`config.mk`:
```
export PLATFORM = sky130hd
export DESIGN_NAME = stx_etx_frame_receiver_unit
export DESIGN_NICKNAME = d
export VERILOG_FILES = /design/src/hw/rtl/stx_pkg.sv /design/src/hw/rtl/stx_frame_parser.sv /design/src/hw/rtl/stx_desc_fifo.sv /design/src/hw/rtl/stx_result_emitter.sv /design/src/hw/rtl/stx_etx_frame_receiver_unit.sv
export SDC_FILE = /design/constraint.sdc
export NUM_CORES = 1
export LEC_CHECK = 0
export ABC_AREA = 1
export BUFFER_PORTS_ARGS = -buffer_cell sky130_fd_sc_hd__buf_2
export CAP_MARGIN = 20
export CORE_UTILIZATION = 55
export DETAILED_ROUTE_END_ITERATION = 8
export GPL_ROUTABILITY_DRIVEN = 0
export PLACE_DENSITY_LB_ADDON = 0.2
export SYNTH_ARGS = -nofsm -noshare
export SYNTH_HDL_FRONTEND = slang
export SYNTH_HIERARCHICAL = 1
export SYNTH_SLANG_ARGS = --single-unit
```
`constraint.sdc`:
```
create_clock -name i_clk -period 4.1 [get_ports i_clk]
set_clock_uncertainty 0.2 [all_clocks]
set_input_delay 1.23 -clock i_clk [delete_from_list [all_inputs] [get_ports i_clk]]
set_output_delay 1.23 -clock i_clk [all_outputs]
set_load 0.01 [all_outputs]
```
`src/hw/rtl/stx_pkg.sv`:
```
// shared types, constants and codes for the stx/etx frame receiver
// used by every module of the receiver; depends on nothing
package stx_pkg;

    localparam int BUF_LEN = 32;
    localparam int ADDR_W  = (BUF_LEN > 1) ? $clog2(BUF_LEN) : 1;
    localparam int LEN_W   = 6;

    localparam logic [7:0]       BUF_LEN_B = 8'(BUF_LEN);
    localparam logic [LEN_W-1:0] BUF_LEN_L = LEN_W'(BUF_LEN);
    localparam logic [7:0]       GAP_MAX   = 8'd255;

    localparam logic [7:0] TIMEOUT_RESET = 8'd10;
    localparam logic [7:0] START_RESET   = 8'd2;
    localparam logic [7:0] END_RESET     = 8'd3;

    localparam logic [1:0] CFG_TIMEOUT = 2'd0;
    localparam logic [1:0] CFG_START   = 2'd1;
    localparam logic [1:0] CFG_END     = 2'd2;

    localparam logic FUNC_BYTE = 1'b0;
    localparam logic FUNC_TICK = 1'b1;

    localparam logic KIND_HEADER  = 1'b0;
    localparam logic KIND_PAYLOAD = 1'b1;

    typedef enum logic [2:0] {
        PH_IDLE,
        PH_CMD,
        PH_LEN,
        PH_DATA,
        PH_END
    } t_parse_phase;

    typedef enum logic [0:0] {
        EM_IDLE,
        EM_DATA
    } t_emit_state;

    // one completed frame as handed from parser to emitter
    typedef struct packed {
        logic [7:0]       cmd;
        logic [LEN_W-1:0] len;
        logic             trunc;
    } t_frame_desc;

    // payload store write port
    typedef struct packed {
        logic              en;
        logic [ADDR_W-1:0] addr;
        logic [7:0]        data;
    } t_mem_wr;

    // parser configuration
    typedef struct packed {
        logic [7:0] timeout_ms;
        logic [7:0] start_code;
        logic [7:0] end_code;
    } t_cfg;

endpackage

```
`src/hw/rtl/stx_frame_parser.sv`:
```
// front part: accepts bytes and ticks, runs the frame parser, writes the payload store
// depends on stx_pkg
module stx_frame_parser
    import stx_pkg::*;
(
    input  logic        i_clk,
    input  logic        i_rst_n,
    input  t_cfg        i_cfg,
    input  logic        i_accept,
    input  logic        i_func,
    input  logic [7:0]  i_rx_byte,
    output t_mem_wr     o_mem_wr,
    output logic        o_push,
    output t_frame_desc o_desc
);

    t_parse_phase r_phase, n_phase;
    logic [7:0]   r_cmd, n_cmd;
    logic [7:0]   r_decl_len, n_decl_len;
    logic [7:0]   r_rcvd, n_rcvd;
    logic [7:0]   r_gap, n_gap;

    t_parse_phase w_eff_phase;

    always_ff @(posedge i_clk) begin
        if (!i_rst_n) begin
            r_phase    <= PH_IDLE;
            r_cmd      <= 8'd0;
            r_decl_len <= 8'd0;
            r_rcvd     <= 8'd0;
            r_gap      <= 8'd0;
        end else begin
            r_phase    <= n_phase;
            r_cmd      <= n_cmd;
            r_decl_len <= n_decl_len;
            r_rcvd     <= n_rcvd;
            r_gap      <= n_gap;
        end
    end

    // descriptor always reflects the frame being closed
    always_comb begin
        o_desc.cmd = r_cmd;
        if (r_decl_len > BUF_LEN_B) begin
            o_desc.len   = BUF_LEN_L;
            o_desc.trunc = 1'b1;
        end else begin
            o_desc.len   = r_decl_len[LEN_W-1:0];
            o_desc.trunc = 1'b0;
        end
    end

    always_comb begin
        n_phase    = r_phase;
        n_cmd      = r_cmd;
        n_decl_len = r_decl_len;
        n_rcvd     = r_rcvd;
        n_gap      = r_gap;
        o_push     = 1'b0;
        o_mem_wr.en   = 1'b0;
        o_mem_wr.addr = r_rcvd[ADDR_W-1:0];
        o_mem_wr.data = i_rx_byte;

        // gap timeout drops back to idle before the byte is parsed
        w_eff_phase = (r_gap > i_cfg.timeout_ms) ? PH_IDLE : r_phase;

        if (i_accept) begin
            if (i_func == FUNC_TICK) begin
                if (r_gap != GAP_MAX) begin
                    n_gap = r_gap + 8'd1;
                end
            end else begin
                n_gap = 8'd0;
                case (w_eff_phase)
                    PH_CMD: begin
                        n_cmd   = i_rx_byte;
                        n_phase = PH_LEN;
                    end
                    PH_LEN: begin
                        n_decl_len = i_rx_byte;
                        n_phase    = (i_rx_byte != 8'd0) ? PH_DATA : PH_END;
                    end
                    PH_DATA: begin
                        o_mem_wr.en = (r_rcvd < BUF_LEN_B);
                        n_rcvd      = r_rcvd + 8'd1;
                        if (n_rcvd >= r_decl_len) begin
                            n_phase = PH_END;
                        end
                    end
                    PH_END: begin
                        if (i_rx_byte == i_cfg.end_code) begin
                            o_push  = 1'b1;
                            n_phase = PH_IDLE;
                        end else if (i_rx_byte == i_cfg.start_code) begin
                            o_push  = 1'b1;
                            n_phase = PH_CMD;
                            n_cmd   = 8'd0;
                            n_rcvd  = 8'd0;
                        end
                    end
                    default: begin
                        n_phase = PH_IDLE;
                        if (i_rx_byte == i_cfg.start_code) begin
                            n_phase = PH_CMD;
                            n_cmd   = 8'd0;
                            n_rcvd  = 8'd0;
                        end
                    end
                endcase
            end
        end
    end

endmodule

```
`src/hw/rtl/stx_desc_fifo.sv`:
```
// two-entry queue of completed frame descriptors between parser and emitter
// depends on stx_pkg
module stx_desc_fifo
    import stx_pkg::*;
(
    input  logic        i_clk,
    input  logic        i_rst_n,
    input  logic        i_push,
    input  t_frame_desc i_desc,
    input  logic        i_pop,
    output logic        o_not_empty,
    output t_frame_desc o_desc
);

    t_frame_desc r_slot [2];
    logic        r_wr_ptr;
    logic        r_rd_ptr;
    logic [1:0]  r_count;

    logic w_push;
    logic w_pop;

    assign o_not_empty = (r_count != 2'd0);
    assign o_desc      = r_slot[r_rd_ptr];
    assign w_push      = i_push && (r_count != 2'd2);
    assign w_pop       = i_pop && o_not_empty;

    always_ff @(posedge i_clk) begin
        if (!i_rst_n) begin
            r_wr_ptr <= 1'b0;
            r_rd_ptr <= 1'b0;
            r_count  <= 2'd0;
        end else begin
            if (w_push) begin
                r_wr_ptr <= ~r_wr_ptr;
            end
            if (w_pop) begin
                r_rd_ptr <= ~r_rd_ptr;
            end
            case ({w_push, w_pop})
                2'b10:   r_count <= r_count + 2'd1;
                2'b01:   r_count <= r_count - 2'd1;
                default: r_count <= r_count;
            endcase
        end
    end

    always_ff @(posedge i_clk) begin
        if (w_push) begin
            r_slot[r_wr_ptr] <= i_desc;
        end
    end

endmodule

```
`src/hw/rtl/stx_result_emitter.sv`:
```
// back part: owns the payload store and replays a completed frame as result beats
// depends on stx_pkg
module stx_result_emitter
    import stx_pkg::*;
(
    input  logic             i_clk,
    input  logic             i_rst_n,
    input  t_mem_wr          i_mem_wr,
    input  logic             i_desc_valid,
    input  t_frame_desc      i_desc,
    output logic             o_pop,
    output logic             o_busy,
    output logic             o_out_valid,
    input  logic             i_out_stall,
    output logic             o_item_kind,
    output logic [7:0]       o_command,
    output logic [7:0]       o_payload_byte,
    output logic [LEN_W-1:0] o_payload_len,
    output logic             o_truncated,
    output logic             o_last
);

    logic [7:0] r_mem [BUF_LEN];
    logic [7:0] r_rd_data;

    t_emit_state      r_state, n_state;
    logic [LEN_W-1:0] r_idx, n_idx;
    logic             r_out_valid, n_out_valid;
    logic             w_out_free;
    logic             w_load_hdr;
    logic             w_load_pay;
    logic [ADDR_W-1:0] w_rd_addr;

    // output register side fields
    logic             r_kind;
    logic [7:0]       r_cmd;
    logic [7:0]       r_byte;
    logic [LEN_W-1:0] r_len;
    logic             r_trunc;
    logic             r_last;

    assign w_out_free = !r_out_valid || !i_out_stall;
    assign o_busy     = (r_state != EM_IDLE);

    always_ff @(posedge i_clk) begin
        if (i_mem_wr.en) begin
            r_mem[i_mem_wr.addr] <= i_mem_wr.data;
        end
        r_rd_data <= r_mem[w_rd_addr];
    end

    always_ff @(posedge i_clk) begin
        if (!i_rst_n) begin
            r_state     <= EM_IDLE;
            r_idx       <= '0;
            r_out_valid <= 1'b0;
        end else begin
            r_state     <= n_state;
            r_idx       <= n_idx;
            r_out_valid <= n_out_valid;
        end
    end

    always_comb begin
        n_state     = r_state;
        n_idx       = r_idx;
        n_out_valid = r_out_valid && i_out_stall;
        w_load_hdr  = 1'b0;
        w_load_pay  = 1'b0;
        o_pop       = 1'b0;
        case (r_state)
            EM_IDLE: begin
                if (i_desc_valid && w_out_free) begin
                    w_load_hdr  = 1'b1;
                    o_pop       = 1'b1;
                    n_out_valid = 1'b1;
                    n_idx       = '0;
                    if (i_desc.len != '0) begin
                        n_state = EM_DATA;
                    end
                end
            end
            EM_DATA: begin
                if (w_out_free) begin
                    w_load_pay  = 1'b1;
                    n_out_valid = 1'b1;
                    n_idx       = r_idx + LEN_W'(1);
                    if (n_idx == r_len) begin
                        n_state = EM_IDLE;
                    end
                end
            end
            default: begin
                n_state = EM_IDLE;
            end
        endcase
        // read ahead so the data register holds the entry at the next index
        w_rd_addr = (n_idx < BUF_LEN_L) ? n_idx[ADDR_W-1:0] : '0;
    end

    always_ff @(posedge i_clk) begin
        if (w_load_hdr) begin
            r_kind  <= KIND_HEADER;
            r_cmd   <= i_desc.cmd;
            r_byte  <= 8'd0;
            r_len   <= i_desc.len;
            r_trunc <= i_desc.trunc;
            r_last  <= (i_desc.len == '0);
        end else if (w_load_pay) begin
            r_kind  <= KIND_PAYLOAD;
            r_byte  <= r_rd_data;
            r_last  <= (n_idx == r_len);
        end
    end

    assign o_out_valid    = r_out_valid;
    assign o_item_kind    = r_kind;
    assign o_command      = r_cmd;
    assign o_payload_byte = r_byte;
    assign o_payload_len  = r_len;
    assign o_truncated    = r_trunc;
    assign o_last         = r_last;

endmodule

```
`src/hw/rtl/stx_etx_frame_receiver_unit.sv`:
```
// stx/etx frame receiver, top level: config registers, parser, descriptor queue, emitter
// depends on stx_pkg, stx_frame_parser, stx_desc_fifo, stx_result_emitter
// a closing byte's descriptor is registered in the queue, then the emitter registers its header beat,
// then one payload beat a cycle while the output is not stalled; one input beat a cycle, but after a
//   closing byte input stalls until the replay of that frame is issued
// reset: synchronous active low; parser idle, gap count zero, queue empty, registers to defaults
module stx_etx_frame_receiver_unit
    import stx_pkg::*;
(
    input  logic             i_clk,
    input  logic             i_rst_n,
    // input beats: bytes and millisecond ticks
    input  logic             i_in_valid,
    output logic             o_in_stall,
    input  logic             i_func,
    input  logic [7:0]       i_rx_byte,
    // result beats
    output logic             o_out_valid,
    input  logic             i_out_stall,
    output logic             o_item_kind,
    output logic [7:0]       o_command,
    output logic [7:0]       o_payload_byte,
    output logic [LEN_W-1:0] o_payload_len,
    output logic             o_truncated,
    output logic             o_last,
    // configuration writes
    input  logic             i_cfg_valid,
    output logic             o_cfg_ready,
    input  logic [1:0]       i_cfg_index,
    input  logic [7:0]       i_cfg_data
);

    t_cfg        r_cfg;
    logic        w_in_accept;
    t_mem_wr     w_mem_wr;
    logic        w_push;
    t_frame_desc w_push_desc;
    logic        w_pop;
    logic        w_fifo_not_empty;
    t_frame_desc w_pop_desc;
    logic        w_em_busy;

    // config writes are always taken; unknown indexes are dropped
    assign o_cfg_ready = 1'b1;

    always_ff @(posedge i_clk) begin
        if (!i_rst_n) begin
            r_cfg.timeout_ms <= TIMEOUT_RESET;
            r_cfg.start_code <= START_RESET;
            r_cfg.end_code   <= END_RESET;
        end else if (i_cfg_valid && o_cfg_ready) begin
            case (i_cfg_index)
                CFG_TIMEOUT: r_cfg.timeout_ms <= i_cfg_data;
                CFG_START:   r_cfg.start_code <= i_cfg_data;
                CFG_END:     r_cfg.end_code   <= i_cfg_data;
                default:     r_cfg            <= r_cfg;
            endcase
        end
    end

    // hold input while a completed frame is queued or being replayed, so the
    // payload store is never overwritten under the emitter; the last result
    // beat may still be waiting in the output register
    assign o_in_stall  = w_fifo_not_empty || w_em_busy;
    assign w_in_accept = i_in_valid && !o_in_stall;

    stx_frame_parser u_parser (
        .i_clk     (i_clk),
        .i_rst_n   (i_rst_n),
        .i_cfg     (r_cfg),
        .i_accept  (w_in_accept),
        .i_func    (i_func),
        .i_rx_byte (i_rx_byte),
        .o_mem_wr  (w_mem_wr),
        .o_push    (w_push),
        .o_desc    (w_push_desc)
    );

    stx_desc_fifo u_fifo (
        .i_clk       (i_clk),
        .i_rst_n     (i_rst_n),
        .i_push      (w_push),
        .i_desc      (w_push_desc),
        .i_pop       (w_pop),
        .o_not_empty (w_fifo_not_empty),
        .o_desc      (w_pop_desc)
    );

    stx_result_emitter u_emitter (
        .i_clk          (i_clk),
        .i_rst_n        (i_rst_n),
        .i_mem_wr       (w_mem_wr),
        .i_desc_valid   (w_fifo_not_empty),
        .i_desc         (w_pop_desc),
        .o_pop          (w_pop),
        .o_busy         (w_em_busy),
        .o_out_valid    (o_out_valid),
        .i_out_stall    (i_out_stall),
        .o_item_kind    (o_item_kind),
        .o_command      (o_command),
        .o_payload_byte (o_payload_byte),
        .o_payload_len  (o_payload_len),
        .o_truncated    (o_truncated),
        .o_last         (o_last)
    );

    // no store write may happen while a frame waits or replays
    a_no_write_in_replay: assert property (@(posedge i_clk) disable iff (!i_rst_n)
        (w_fifo_not_empty || w_em_busy) |-> !w_mem_wr.en)
        else $error("payload store written during replay");

    // a header beat is last exactly when the frame has no stored payload
    a_header_last: assert property (@(posedge i_clk) disable iff (!i_rst_n)
        (o_out_valid && (o_item_kind == KIND_HEADER)) |-> (o_last == (o_payload_len == '0)))
        else $error("header last flag does not match length");

    // stored length never exceeds the buffer
    a_len_bound: assert property (@(posedge i_clk) disable iff (!i_rst_n)
        o_out_valid |-> (o_payload_len <= BUF_LEN_L))
        else $error("payload length beyond buffer");

    // a taken non-last beat is followed at once by the next beat of the frame
    a_no_gap_in_frame: assert property (@(posedge i_clk) disable iff (!i_rst_n)
        (o_out_valid && !i_out_stall && !o_last) |=> (o_out_valid && (o_item_kind == KIND_PAYLOAD)))
        else $error("gap inside a frame replay");

endmodule

```
== Yosys cells after proc, flatten, opt, wreduce, memory -nomap -nowiden ==
Memories as Yosys holds them, arrays and structs flattened. A register that Yosys moved wholly into a read port is not among the register bits.
Index checks and enable logic that the tools add are counted.
W data, S select, Z words.
Storage, ports and cells
  register bits: 96
  latch bits: 0
  RAM bits: 286
  memory bits (read-only): 0
  bits of input ports: 24
  memories: 2
Memories
  u_emitter.r_mem: depth 32, bits a word 8, read ports 1, clocked after Yosys merged registers in 1, write ports 1, line stx_result_emitter.sv:23  | logic [7:0] r_mem [BUF_LEN];
  u_fifo.r_slot: depth 2, bits a word 15, read ports 1, clocked after Yosys merged registers in 1, write ports 1, line stx_desc_fifo.sv:15  | t_frame_desc r_slot [2];
Operators by class
  add/subtract/negate cells: 5
  multiply operators: 0
  divide/modulo/power cells: 0
  $lt $le $gt $ge: 5
  equality and inequality tests: 18
  shift operators: 0
  muxes and demuxes: 49
  bitwise logic cells: 6
  reductions and logical operators: 27
Operators with widths (number)
  $mux W8: 6
  $pmux W8 S3: 2
  $mux W1: 27
  $add A8 B1 Y8 const B: 2
  $eq A8 B8 Y1: 2
  $mux W3: 5
  $eq A6 B6 Y1: 2
  $mux W6: 2
  $pmux W3 S4: 1
  $pmux W6 S2: 1
  $reduce_and A4 Y1: 3
  $ge A8 B8 Y1: 1
  $gt A8 B6 Y1 const B: 1
  $gt A8 B8 Y1: 1
  $lt A8 B6 Y1 const B: 1
  $ne A8 B8 Y1 const B: 1
  $reduce_and A2 Y1: 4
  $reduce_bool A8 Y1: 1
  $mux W7: 1
  $add A6 B1 Y6 const B: 1
  $eq A3 B2 Y1 const B: 2
  $logic_not A6 Y1: 1
  $lt A6 B6 Y1 const B: 1
  $not A1 Y1: 6
  other kinds (20): 35

== Logic depth before layout (Yosys ltp) ==
Gate-level depths: netlist of run 1.
  word-level depth: 9
  gate-level depth with buffers: 20
  mapped depth without buffers: 20

== Hierarchy ==
The synthesis of run 1 kept the hierarchy.
Modules (own cells, without submodules)
  stx_result_emitter: instances 1, cells an instance 1361, area each 13656.8 um2
  stx_frame_parser: instances 1, cells an instance 417, area each 2655.0 um2
  stx_desc_fifo: instances 1, cells an instance 83, area each 1381.3 um2
  stx_etx_frame_receiver_unit: instances 1, cells an instance 152, area each 1041.0 um2

== Least setup slack after synthesis of run 1 ==
No wires, ideal clock.
  path kind: input -> register
  start point: in i_rx_byte[2]
  end point: mem u_fifo/r_slot[0][0] (netlist bit), enable pin
  library setup time: 0.386 ns
  arrival: 2.779 ns
  data required time: 3.514 ns
  setup slack: 0.734 ns
  cell stages on the path: 9
  path buffers: 0
  cell sequence: xor2_1 > nor2_1 > nand2_1 > nor2_2 > o21ai_0 > nor2_1 > a21boi_2 > inv_1 > nor2_1
Between the ends
  word-level cells in the longest chain between the ends: 9
  elaborated cells on any way between the ends: 10
Ends and longest elaborated chain
  from (decl): line stx_etx_frame_receiver_unit.sv:16  | input logic [7:0] i_rx_byte,
  $eq A8 B8 Y1: line stx_frame_parser.sv:94  | end else if (i_rx_byte == i_cfg.start_code) begin
  $mux W1: line stx_frame_parser.sv:94
  $mux W1 *: line stx_frame_parser.sv:91  | if (i_rx_byte == i_cfg.end_code) begin
  $mux W1 *: line stx_frame_parser.sv:74  | case (w_eff_phase)
  $mux W1 *: line stx_frame_parser.sv:68  | if (i_func == FUNC_TICK) begin
  $mux W1 *: line stx_frame_parser.sv:67  | if (i_accept) begin
  net w_push: line stx_etx_frame_receiver_unit.sv:36  | logic w_push;
  $logic_and A1 B1 Y1 *: line stx_desc_fifo.sv:25  | assign w_push = i_push && (r_count != 2'd2);
  $mux W1 *: line stx_desc_fifo.sv:49  | if (w_push) begin
  $mux W1 (not written as such) *: line stx_desc_fifo.sv:50  | r_slot[r_wr_ptr] <= i_desc;
  to (decl): line stx_desc_fifo.sv:15
Mark *: on every way through the listed nets, which the timed path passes. The rest lies on a longest branch.

==> metrics.txt, run 1 <==
CTS clock-pin slew for the worst setup and hold paths=60 ps; Mean Syn Cell Area=9.31 um2; number of synthesis warnings=6; vias per inst=5.45; crit-path max FO=8; CTS Buf Count=42; Peak Freq=0.268 GHz; Site Rows=67; Commonest cells post-synth=inv_1 (364), nand2_1 (356), edfxtp_1 (302), nand3_1 (234), nor2_1 (181); clock sink count=391; buffer and inverter count on the worst path=4; Die Y=187 um; fin crit share=91.1%; DP Cell Count=2,475; status=complete, no violations; WS Path Type=flip-flop to flip-flop; die width=187 um; Slew Limit Fails=0; CTS tree=yes; Slew HR=41.1%; Final TNS setup=0 ps; syn nets=2,057; # Post-CTS Setup Buffers=0; routed wire length=44,600 um; Die Area=34,800 um2; layout cells sized above 1=12.9%; share of the synthesized area in the top cell type=48.4%; hold_ws=247 ps; max-cap violations=0; initial core utilization=55.9%; worst-skew pair later-pin latency=540 ps; setup ws final=364 ps; fin util=62.1%; DR WL/cell=17.5 um; Detailed Place HPWL=28,100 um; io pins=52; worst endpoint data arrival time=3770 ps; Final Cell Area=20,800 um2; Hold Buf Count CTS=0; Setup WS pre-CTS=112 ps; diodes inserted=0; gr ovfl total=0; Post-CTS Resized=0; top_reg_cell synth=edfxtp_1; 1st-pass router iterations=6; Critical Path Source Type=flip-flop; ys async rst share=0%; clk buf depth=3; synthesized instance count=2,013; Setup crit end kind=flip-flop; Yosys reg bits=391; Detail Route Antenna Nets=0; worst slew pin tran=882 ps; DR DRC count=0; critical-path cell list=inv_1 -> nand2_1 -> or2_2 -> nor2_1 -> nand2_1 -> inv_1 -> nand3_1 -> nor3_1 -> nand3_1 -> buf_4 -> nor2_1 -> buf_4; Hold Crit Class=flip-flop to flip-flop; Root Buffer=clkbuf_16; synth-to-layout area growth=11.2%; Finished Layout Cells=2,552; sequential share of the synthesized area=57.9%; post-synthesis cell type count=50; count leader, synth=inv_1; PortBufs=50; initial antenna violation count=0; first-pass GRT wire length=70,600 um; ranking of synthesized cells by area=edfxtp_1 (48%), dfxtp_1 (9.5%), inv_1 (7.3%); CP delay by family, top=simple AND/OR/NAND/NOR gates; pwr dens=402 nW/um2; RSZ-0062 raised after global routing=false; post-layout net count=2,115; Post-DP Area=19,500 um2; Req. time, crit path=4130 ps; crit path max-delay cell type=nor3_1; Max H-tree Level=2; gr usage total=25.6%; final hold vios=0; maximum vdd drop=0.000304 V; vias in the first global route=13.2k; final setup vio count=0; minimum clock period=3740 ps; core box area=33,500 um2; critical path's largest stage delay=490 ps; Vias=13.9k; Post-synth EDFFs=302; Post-Syn Area=18,700 um2; Yosys top cell by area=edfxtp_1; Starting DRT DRC Count=1,580; Leak=9.14 nW; largest net degree at the start of global routing=105; Power Total=8.39 mW
[state kept, by name, summed over array words and instances, names as in the netlist, 2 cells and up, named ones only]
| name | count |
|---|---|
| u_parser/r_phase | 3 |
| u_parser/r_rcvd | 8 |
| u_emitter/o_command | 8 |
| u_fifo/r_slot | 30 |
| u_parser/r_decl_len | 8 |
| u_emitter/r_mem | 256 |
| u_parser/r_gap | 8 |
| u_fifo/r_count | 2 |
| r_cfg | 24 |
| u_emitter/r_rd_data | 8 |
| u_parser/r_cmd | 8 |
| u_emitter/o_payload_len | 6 |
| u_emitter/o_payload_byte | 8 |
| u_emitter/r_idx | 6 |
[kinds of logic (layout without fill, tap and decap cells)]
| group | Yosys count | in the layout | share of synthesized area, % |
|---|---|---|---|
| AND/OR/NAND/NOR | 988 | 988 | 24.9 |
| buffers and inverters | 484 | 575 | 10.9 |
| flip-flops | 391 | 391 | 57.9 |
| AO/OA/AOI/OAI | 93 | 93 | 2.81 |
| XOR/XNOR | 21 | 21 | 0.982 |
| adder cells (fa/ha/maj) | 20 | 20 | 1.34 |
| multiplexers | 15 | 15 | 1.10 |
| other | 1 | 1 | 0.0200 |
[final timing paths]
kind,start,to,slack (ps),depth (start not counted)
worst max-delay path,u_fifo/r_count[0]$_SDFFE_PN0P_,u_emitter/r_mem[4][6]$_DFFE_PP_,360,12
worst max register to register,u_fifo/r_count[0]$_SDFFE_PN0P_,u_emitter/r_mem[4][6]$_DFFE_PP_,360,12
worst min register to register,u_emitter/o_item_kind$_SDFFE_PP0P_,u_emitter/o_item_kind$_SDFFE_PP0P_,250,2
worst min-delay path,u_emitter/o_item_kind$_SDFFE_PP0P_,u_emitter/o_item_kind$_SDFFE_PP0P_,250,2
[worst min-delay path, cell delays in order, from the launching register on]
cell	delay [ps]
dfxtp_1	310
nand2_1	60
nand2_1	40
[area by class of cell]
| class | count | area [um2] |
|---|---|---|
| multi-input cells | 1138 | 5840 |
| well taps | 448 | 561 |
| repair buffers | 114 | 781 |
| flip-flops and latches | 391 | 10900 |
| fillers | 2805 | 12700 |
| clock inverters | 23 | 120 |
| inverters | 384 | 1440 |
| clock buffers | 54 | 1240 |
[power by group]
part           internal, mW  switching (mW)  total [mW]
registers              4.31          0.0393        4.35
logic                 0.117           0.251       0.367
clock network          2.14            1.53        3.67
[cells in the final DEF, fill, tap and decap left out, drive strengths merged, types with 2 or more instances in the layout]
master,netlist,final
a21boi,2,2
a21o,2,2
a21oi,45,45
buf,85,114
clkbuf,15,54
clkinv,0,22
dfxtp,89,89
edfxtp,302,302
ha,20,20
inv,384,385
mux2,15,15
nand2,368,368
nand3,242,242
nand3b,2,2
nand4,124,124
nor2,204,204
nor3,7,7
nor4,2,2
o21a,2,2
o21ai,36,36
o21bai,2,2
o31ai,3,3
or2,37,37
xnor2,4,4
xor2,17,17
[routing by layer]
metal	global-route usage [%]	share of wire, %
met2	40.5	46
met5	0	0
met3	4.25	8.2
met1	35.9	43
met4	8.86	3.0
Power figures use the tool's default switching activity.
==> run 2: changes to the inputs <==
BUFFER_PORTS_ARGS = -buffer_cell sky130_fd_sc_hd__buf_4   (was -buffer_cell sky130_fd_sc_hd__buf_2)
MAX_ROUTING_LAYER = met4   (was unset)
==> run 2 against run 1 <==
Compared with the run above:
- maximum frequency up 8.1%
- via count decreased by 0.59%
- power up 1.8%
- hold slack better by 7.7 ps
- global-route usage up 1.3 points
- critical path depth increased by 1
- die area is the same
- cell count barely moved
- final area up 1.0%
- combinational power increased by 5%
- non-clock buffer count is 4 higher
- sequential power is essentially flat
==> metrics.txt, run 2 (same netlist as run 1, synthesis figures left out) <==
status=complete, no violations; Starting DRT DRC Count=1,533 (-3.0%); Detailed Place HPWL=28,800 um (+2.5%); largest net degree at the start of global routing=113 (+7.6%); first-pass GRT wire length=71,900 um (+2.0%); 1st-pass router iterations=5 (-1); Slew HR=42.0% (+0.88 points); Site Rows=67 (unchanged); maximum vdd drop=0.000305 V (+0.16%); vias per inst=5.42 (-0.67%); FF/Latch Area=10,900 um2 (unchanged); Multi-input gate area=5840 um2 (unchanged); Root Buffer=clkbuf_16; clock sink count=391 (unchanged); Post-CTS Resized=0 (unchanged); worst endpoint data arrival time=3510 ps (-260 ps); leading cell type in the layout, fill and taps excluded=inv_1; Detail Route Antenna Nets=0 (unchanged); Largest Register=u_emitter/r_mem; worst slew pin tran=869 ps (-13.1 ps); Critical Path Source Type=flip-flop; vias in the first global route=13.2k (+0.35%); gr usage total=26.9% (+1.3 points); DR WL/cell=17.6 um (+0.80%); CTS Buf Count=42 (unchanged); # Post-CTS Setup Buffers=0 (unchanged); Peak Freq=0.289 GHz (+8.1%); clk buf depth=3 (unchanged); commonest cells after routing, fill and taps aside=inv_1 (364), nand2_1 (356), edfxtp_1 (302), nand3_1 (234), nor2_1 (181); io pins=52 (unchanged); gr ovfl total=0 (unchanged); PortBufs=50 (unchanged); fillers=2,731 (-2.6%); diodes inserted=0 (unchanged); die width=187 um (unchanged); initial core utilization=55.9% (unchanged); Hold Crit Class=flip-flop to flip-flop; Largest regs=u_emitter/r_mem x256, u_fifo/r_slot x30, r_cfg x24; Leak=9.22 nW (+0.88%); max reg flops=256 (unchanged); final setup vio count=0 (unchanged); crit-path max FO=6 (-2); WS Path Type=flip-flop to flip-flop; post-layout net count=2,119 (+0.19%); Die Area=34,800 um2 (unchanged); Hold Buf Count CTS=0 (unchanged); initial antenna violation count=0 (unchanged); minimum clock period=3460 ps (-278 ps); layout cells sized above 1=13.1% (+0.18 points); Req. time, crit path=4150 ps (+20 ps); synth-to-layout area growth=12.4%; Max H-tree Level=2 (unchanged); Vias=13.8k (-0.59%); Finished Layout Cells=2,554 (+0.078%); CTS tree=yes; Final TNS setup=0 ps (unchanged); DP Cell Count=2,479 (+0.16%); core box area=33,500 um2 (unchanged); R2R setup slack=640 ps (+280 ps); Die Y=187 um (unchanged); RSZ-0062 raised after global routing=false; max-cap violations=0 (unchanged); worst-skew pair later-pin latency=540 ps (about the same); CTS clock-pin slew for the worst setup and hold paths=60 ps (about the same); Setup crit end kind=flip-flop; final hold vios=0 (unchanged); Slew Limit Fails=0 (unchanged); DR DRC count=0 (unchanged); fin crit share=84.3% (-6.8 points); routed wire length=45,000 um (+0.88%); pwr dens=405 nW/um2 (+0.73%)
[run 2: worst max-delay path, cell delays in order, from the launching register on]
cell,delay [ps]
dfxtp_1,330
inv_1,160
nand2_1,180
or2_2,360
nor2_1,360
nand2_1,210
inv_1,190
nand3_1,90
nor3_1,180
buf_4,160
nand3_1,150
buf_4,220
nor2_1,170
buf_4,190
[run 2: worst paths after layout]
path                                 startpoint                            endpoint  cells past startpoint
max              u_fifo/r_count[0]$_SDFFE_PN0P_    u_emitter/r_mem[10][7]$_DFFE_PP_                     13
min reg2reg  u_emitter/o_item_kind$_SDFFE_PP0P_  u_emitter/o_item_kind$_SDFFE_PP0P_                      2
max reg2reg      u_fifo/r_count[0]$_SDFFE_PN0P_    u_emitter/r_mem[10][7]$_DFFE_PP_                     13
min          u_emitter/o_item_kind$_SDFFE_PP0P_  u_emitter/o_item_kind$_SDFFE_PP0P_                      2
[run 2: cell type report]
cell class | instances | share of cell area (%)
Timing Repair Buffer | 118 | 4.51
Clock inverter | 22 | 0.862
Sequential cell | 391 | 51.5
Inverter | 384 | 6.86
Multi-Input combinational cell | 1138 | 27.8
Tap cell | 448 | 2.66
Clock buffer | 53 | 5.81
[run 2: routing by layer]
| layer | GRT usage, % | part of all wire, % | wire [um] | up-vias |
|---|---|---|---|---|
| met3 | 4.74 | 8.0 | 3600 | 90 |
| met5 | - | 0 | 0 | - |
| li1 | - | - | - | 6705 |
| met4 | 9.27 | 3.1 | 1400 | 0 |
| met2 | 40.4 | 45 | 20100 | 576 |
| met1 | 36.9 | 44 | 19900 | 6468 |
[run 2: where the power goes]
group          internal [mW]  switching (mW)  total [mW]
Clock                   2.29            1.51        3.80
Sequential              4.31          0.0426        4.35
Combinational          0.135           0.250       0.384
Total                   6.74            1.80        8.53
[run 2: stage by stage]
stage	instance area, um2	utilization, %	setup WS (ps)	hold WS [ps]	power [mW]
2_1_floorplan	18700	-	734	203	4.66
3_3_place_gp	19600	58.6	363	234	4.81
3_5_place_dp	19600	58.6	369	253	4.82
4_1_cts	21100	62.8	640	265	8.59
5_1_grt	21100	62.8	424	281	8.80
6_report	21100	62.8	642	254	8.53
==> run 3: changes to the inputs <==
clock period = 3.1 ns   (was 4.1 ns; I/O delays follow)
==> run 3 against run 2 <==
Compared with the run above:
- power increased by 30%
- non-clock buffer count up 32
- routed wire length decreased by 0.62%
- critical path depth is the same
- sequential share of layout area shrank 0.75 points
- final area is 1.5% higher
- first-iteration DRC count is 0.20% higher
- register-to-register slack worse by 460 ps
- largest cell class unchanged
==> metrics.txt, run 3 (same netlist as run 1, synthesis figures left out) <==
status=complete, no violations; 1st-pass router iterations=6 (+1); Final Cell Area=21,400 um2 (+1.5%); R2R setup slack=180 ps (-460 ps); layout cells sized above 1=14.6% (+1.5 points); global route hottest layer=met2; PortBufs=50 (unchanged); worst-skew pair later-pin latency=540 ps (about the same); Hold Buf Count CTS=0 (unchanged); commonest cells after routing, fill and taps aside=inv_1 (364), nand2_1 (355), edfxtp_1 (302), nand3_1 (234), nor2_1 (180); post-layout net count=2,149 (+1.4%); Critical Path Source Type=flip-flop; leading cell type in the layout, fill and taps excluded=inv_1; final setup vio count=0 (unchanged); Peak Freq=0.342 GHz (+18%); Reg power frac=51.8% (+0.8 points); Critical Path End=u_emitter/r_mem[6][6]$_DFFE_PP_; Hold Crit Class=flip-flop to flip-flop; io pins=52 (unchanged); GR Layer Usage met3=3.65% (-1.1 points); Die Area=34,800 um2 (unchanged); met2 Usage GRT=40.4% (about the same); vias in the first global route=13.0k (-1.8%); setup ws final=179 ps (-463 ps); largest net degree at the start of global routing=57 (-50%); WS Path Type=flip-flop to flip-flop; die width=187 um (unchanged); sw frac=21.3% (+0.26 points); FF-to-FF End=u_emitter/r_mem[6][6]$_DFFE_PP_; Post-DP Area=20,000 um2 (+1.8%); core box area=33,500 um2 (unchanged); Finished Layout Cells=2,583 (+1.1%); Slew Limit Fails=0 (unchanged); crit path max-delay cell type=or2_2; Root Buffer=clkbuf_16; switching pwr=2.37 mW (+32%); initial core utilization=55.9% (unchanged); initial antenna violation count=0 (unchanged); diodes inserted=0 (unchanged); Combinational Power Share=4.7% (+0.2 points); CTS tree=yes; DR WL/cell=17.3 um (-1.7%); Site Rows=67 (unchanged); fin crit share=94.2% (+9.9 points); CTS Buf Count=40 (-4.8%); Setup crit end kind=flip-flop; DR DRC count=0 (unchanged); Max H-tree Level=2 (unchanged); minimum clock period=2920 ps (-537 ps); crit path launch=u_fifo/r_count[0]$_SDFFE_PN0P_; CP delay by family, top=simple AND/OR/NAND/NOR gates; Largest Register=u_emitter/r_mem; Crit. path cell count=13 (unchanged); M1 GR Usage=36.9% (about the same); clock share of power=43.5% (-1.0 points); vias per inst=5.39 (-0.44%); Slew HR=62.1% (+20 points); Vias=13.9k (+0.69%); worst endpoint data arrival time=2960 ps (-550 ps); first-pass GRT wire length=70,400 um (-2.2%); DP Cell Count=2,510 (+1.3%); gr usage total=26.4% (-0.47 points); hold_ws=249 ps (-5.73 ps); pwr dens=519 nW/um2 (+28%); final hold vios=0 (unchanged); Req. time, crit path=3140 ps (-1010 ps); maximum vdd drop=0.000419 V (+38%); Leak=9.39 nW (+1.9%); clock sink count=391 (unchanged); Detail Route Antenna Nets=0 (unchanged); fin util=63.7% (+0.92 points); buffer and inverter count on the worst path=5 (unchanged); Die Y=187 um (unchanged); max-cap violations=0 (unchanged); critical-path cell list=inv_1 -> nand2_2 -> or2_2 -> nor2_4 -> nand2_1 -> inv_1 -> nand3_1 -> nor3_2 -> buf_4 -> nand3_1 -> buf_12 -> nor2_1 -> buf_4; Starting DRT DRC Count=1,536 (+0.20%); max reg flops=256 (unchanged); internal power=8.73 mW (+30%); worst slew pin tran=569 ps (-300 ps); Setup WS pre-CTS=-43.6 ps (-413 ps); worst reg2reg path depth=13 (unchanged); crit-path max FO=8 (+2); Detailed Place HPWL=28,900 um (+0.26%); synth-to-layout area growth=14.0%; R2R Path Start=u_fifo/r_count[0]$_SDFFE_PN0P_; critical path's largest stage delay=350 ps (about the same); gr ovfl total=0 (unchanged); RSZ-0062 raised after global routing=false; clk buf depth=3 (unchanged); Largest regs=u_emitter/r_mem x256, u_fifo/r_slot x30, r_cfg x24; CTS clock-pin slew for the worst setup and hold paths=60 ps (about the same); routed wire length=44,700 um (-0.62%)
[run 3: cell count changes in the layout (fill, tap and decap cells not counted), moves of 3 or more]
cell,previous run,this run
clkbuf_16,47,44
buf_4,113,135
clkinv_2,9,6
clkinvlp_4,1,4
clkinv_1,8,2
buf_12,5,15
[run 3: worst reg2reg max path, stage by stage (launching register included)]
cell and delay, ps:
dfxtp_1 330, inv_1 150, nand2_2 130, or2_2 350, nor2_4 140, nand2_1 80
inv_1 140, nand3_1 110, nor3_2 190, buf_4 150, nand3_1 120, buf_12 180
nor2_1 130, buf_4 200
[run 3: worst min-delay path by stage]
stage | cells past startpoint | start | slack, ps | end
2_1_floorplan | 2 | u_emitter/r_rd_data[5]$_DFF_P_ | 200 | u_emitter/o_payload_byte[5]$_SDFFE_PP0P_
3_3_place_gp | 2 | u_emitter/o_item_kind$_SDFFE_PP0P_ | 230 | u_emitter/o_item_kind$_SDFFE_PP0P_
3_5_place_dp | 2 | u_emitter/o_item_kind$_SDFFE_PP0P_ | 240 | u_emitter/o_item_kind$_SDFFE_PP0P_
4_1_cts | 2 | u_emitter/o_item_kind$_SDFFE_PP0P_ | 250 | u_emitter/o_item_kind$_SDFFE_PP0P_
5_1_grt | 0 | u_parser/r_cmd[7]$_SDFFE_PN0P_ | 280 | u_fifo/r_slot[1][14]$_DFFE_PP_
6_report | 2 | u_emitter/o_item_kind$_SDFFE_PP0P_ | 250 | u_emitter/o_item_kind$_SDFFE_PP0P_
[run 3: layout make-up]
type	instances	area, um2
clock buffers	55	1180
flip-flops and latches	391	10900
multi-input cells	1138	5860
repair buffers	150	1310
fillers	2703	12200
well taps	448	561
inverters	384	1440
clock inverters	17	154
[run 3: power groups by stage]
stage	registers, mW	clock network (mW)	logic (mW)
finish	5.75	4.82	0.522
global route	5.76	5.09	0.578
CTS	5.75	4.89	0.519
detailed placement	5.86	0	0.516
global placement	5.86	0	0.503
floorplan	5.86	0	0.303
[run 3: metal layers]
layer  vias up  routed length [um]
met5         -                   0
met4         0                1130
met3        89                3160
met2       547               20400
met1      6546               20000
li1       6752                   -
[run 3: metrics by stage]
| step | power (mW) | setup TNS (ps) |
|---|---|---|
| finish | 11.1 | 0 |
| global route | 11.4 | 0 |
| CTS | 11.2 | 0 |
| detailed placement | 6.38 | -1010 |
| global placement | 6.36 | -5950 |
| floorplan | 6.17 | 0 |
[run 3: timing repair]
action | in CTS | in global routing
endpoints found under the setup margin | 86 | 257
pin swaps | 0 | 1
gates resized for setup | 1 | 3
buffers inserted | 0 | 1
endpoints found under the hold margin | 0 | 0
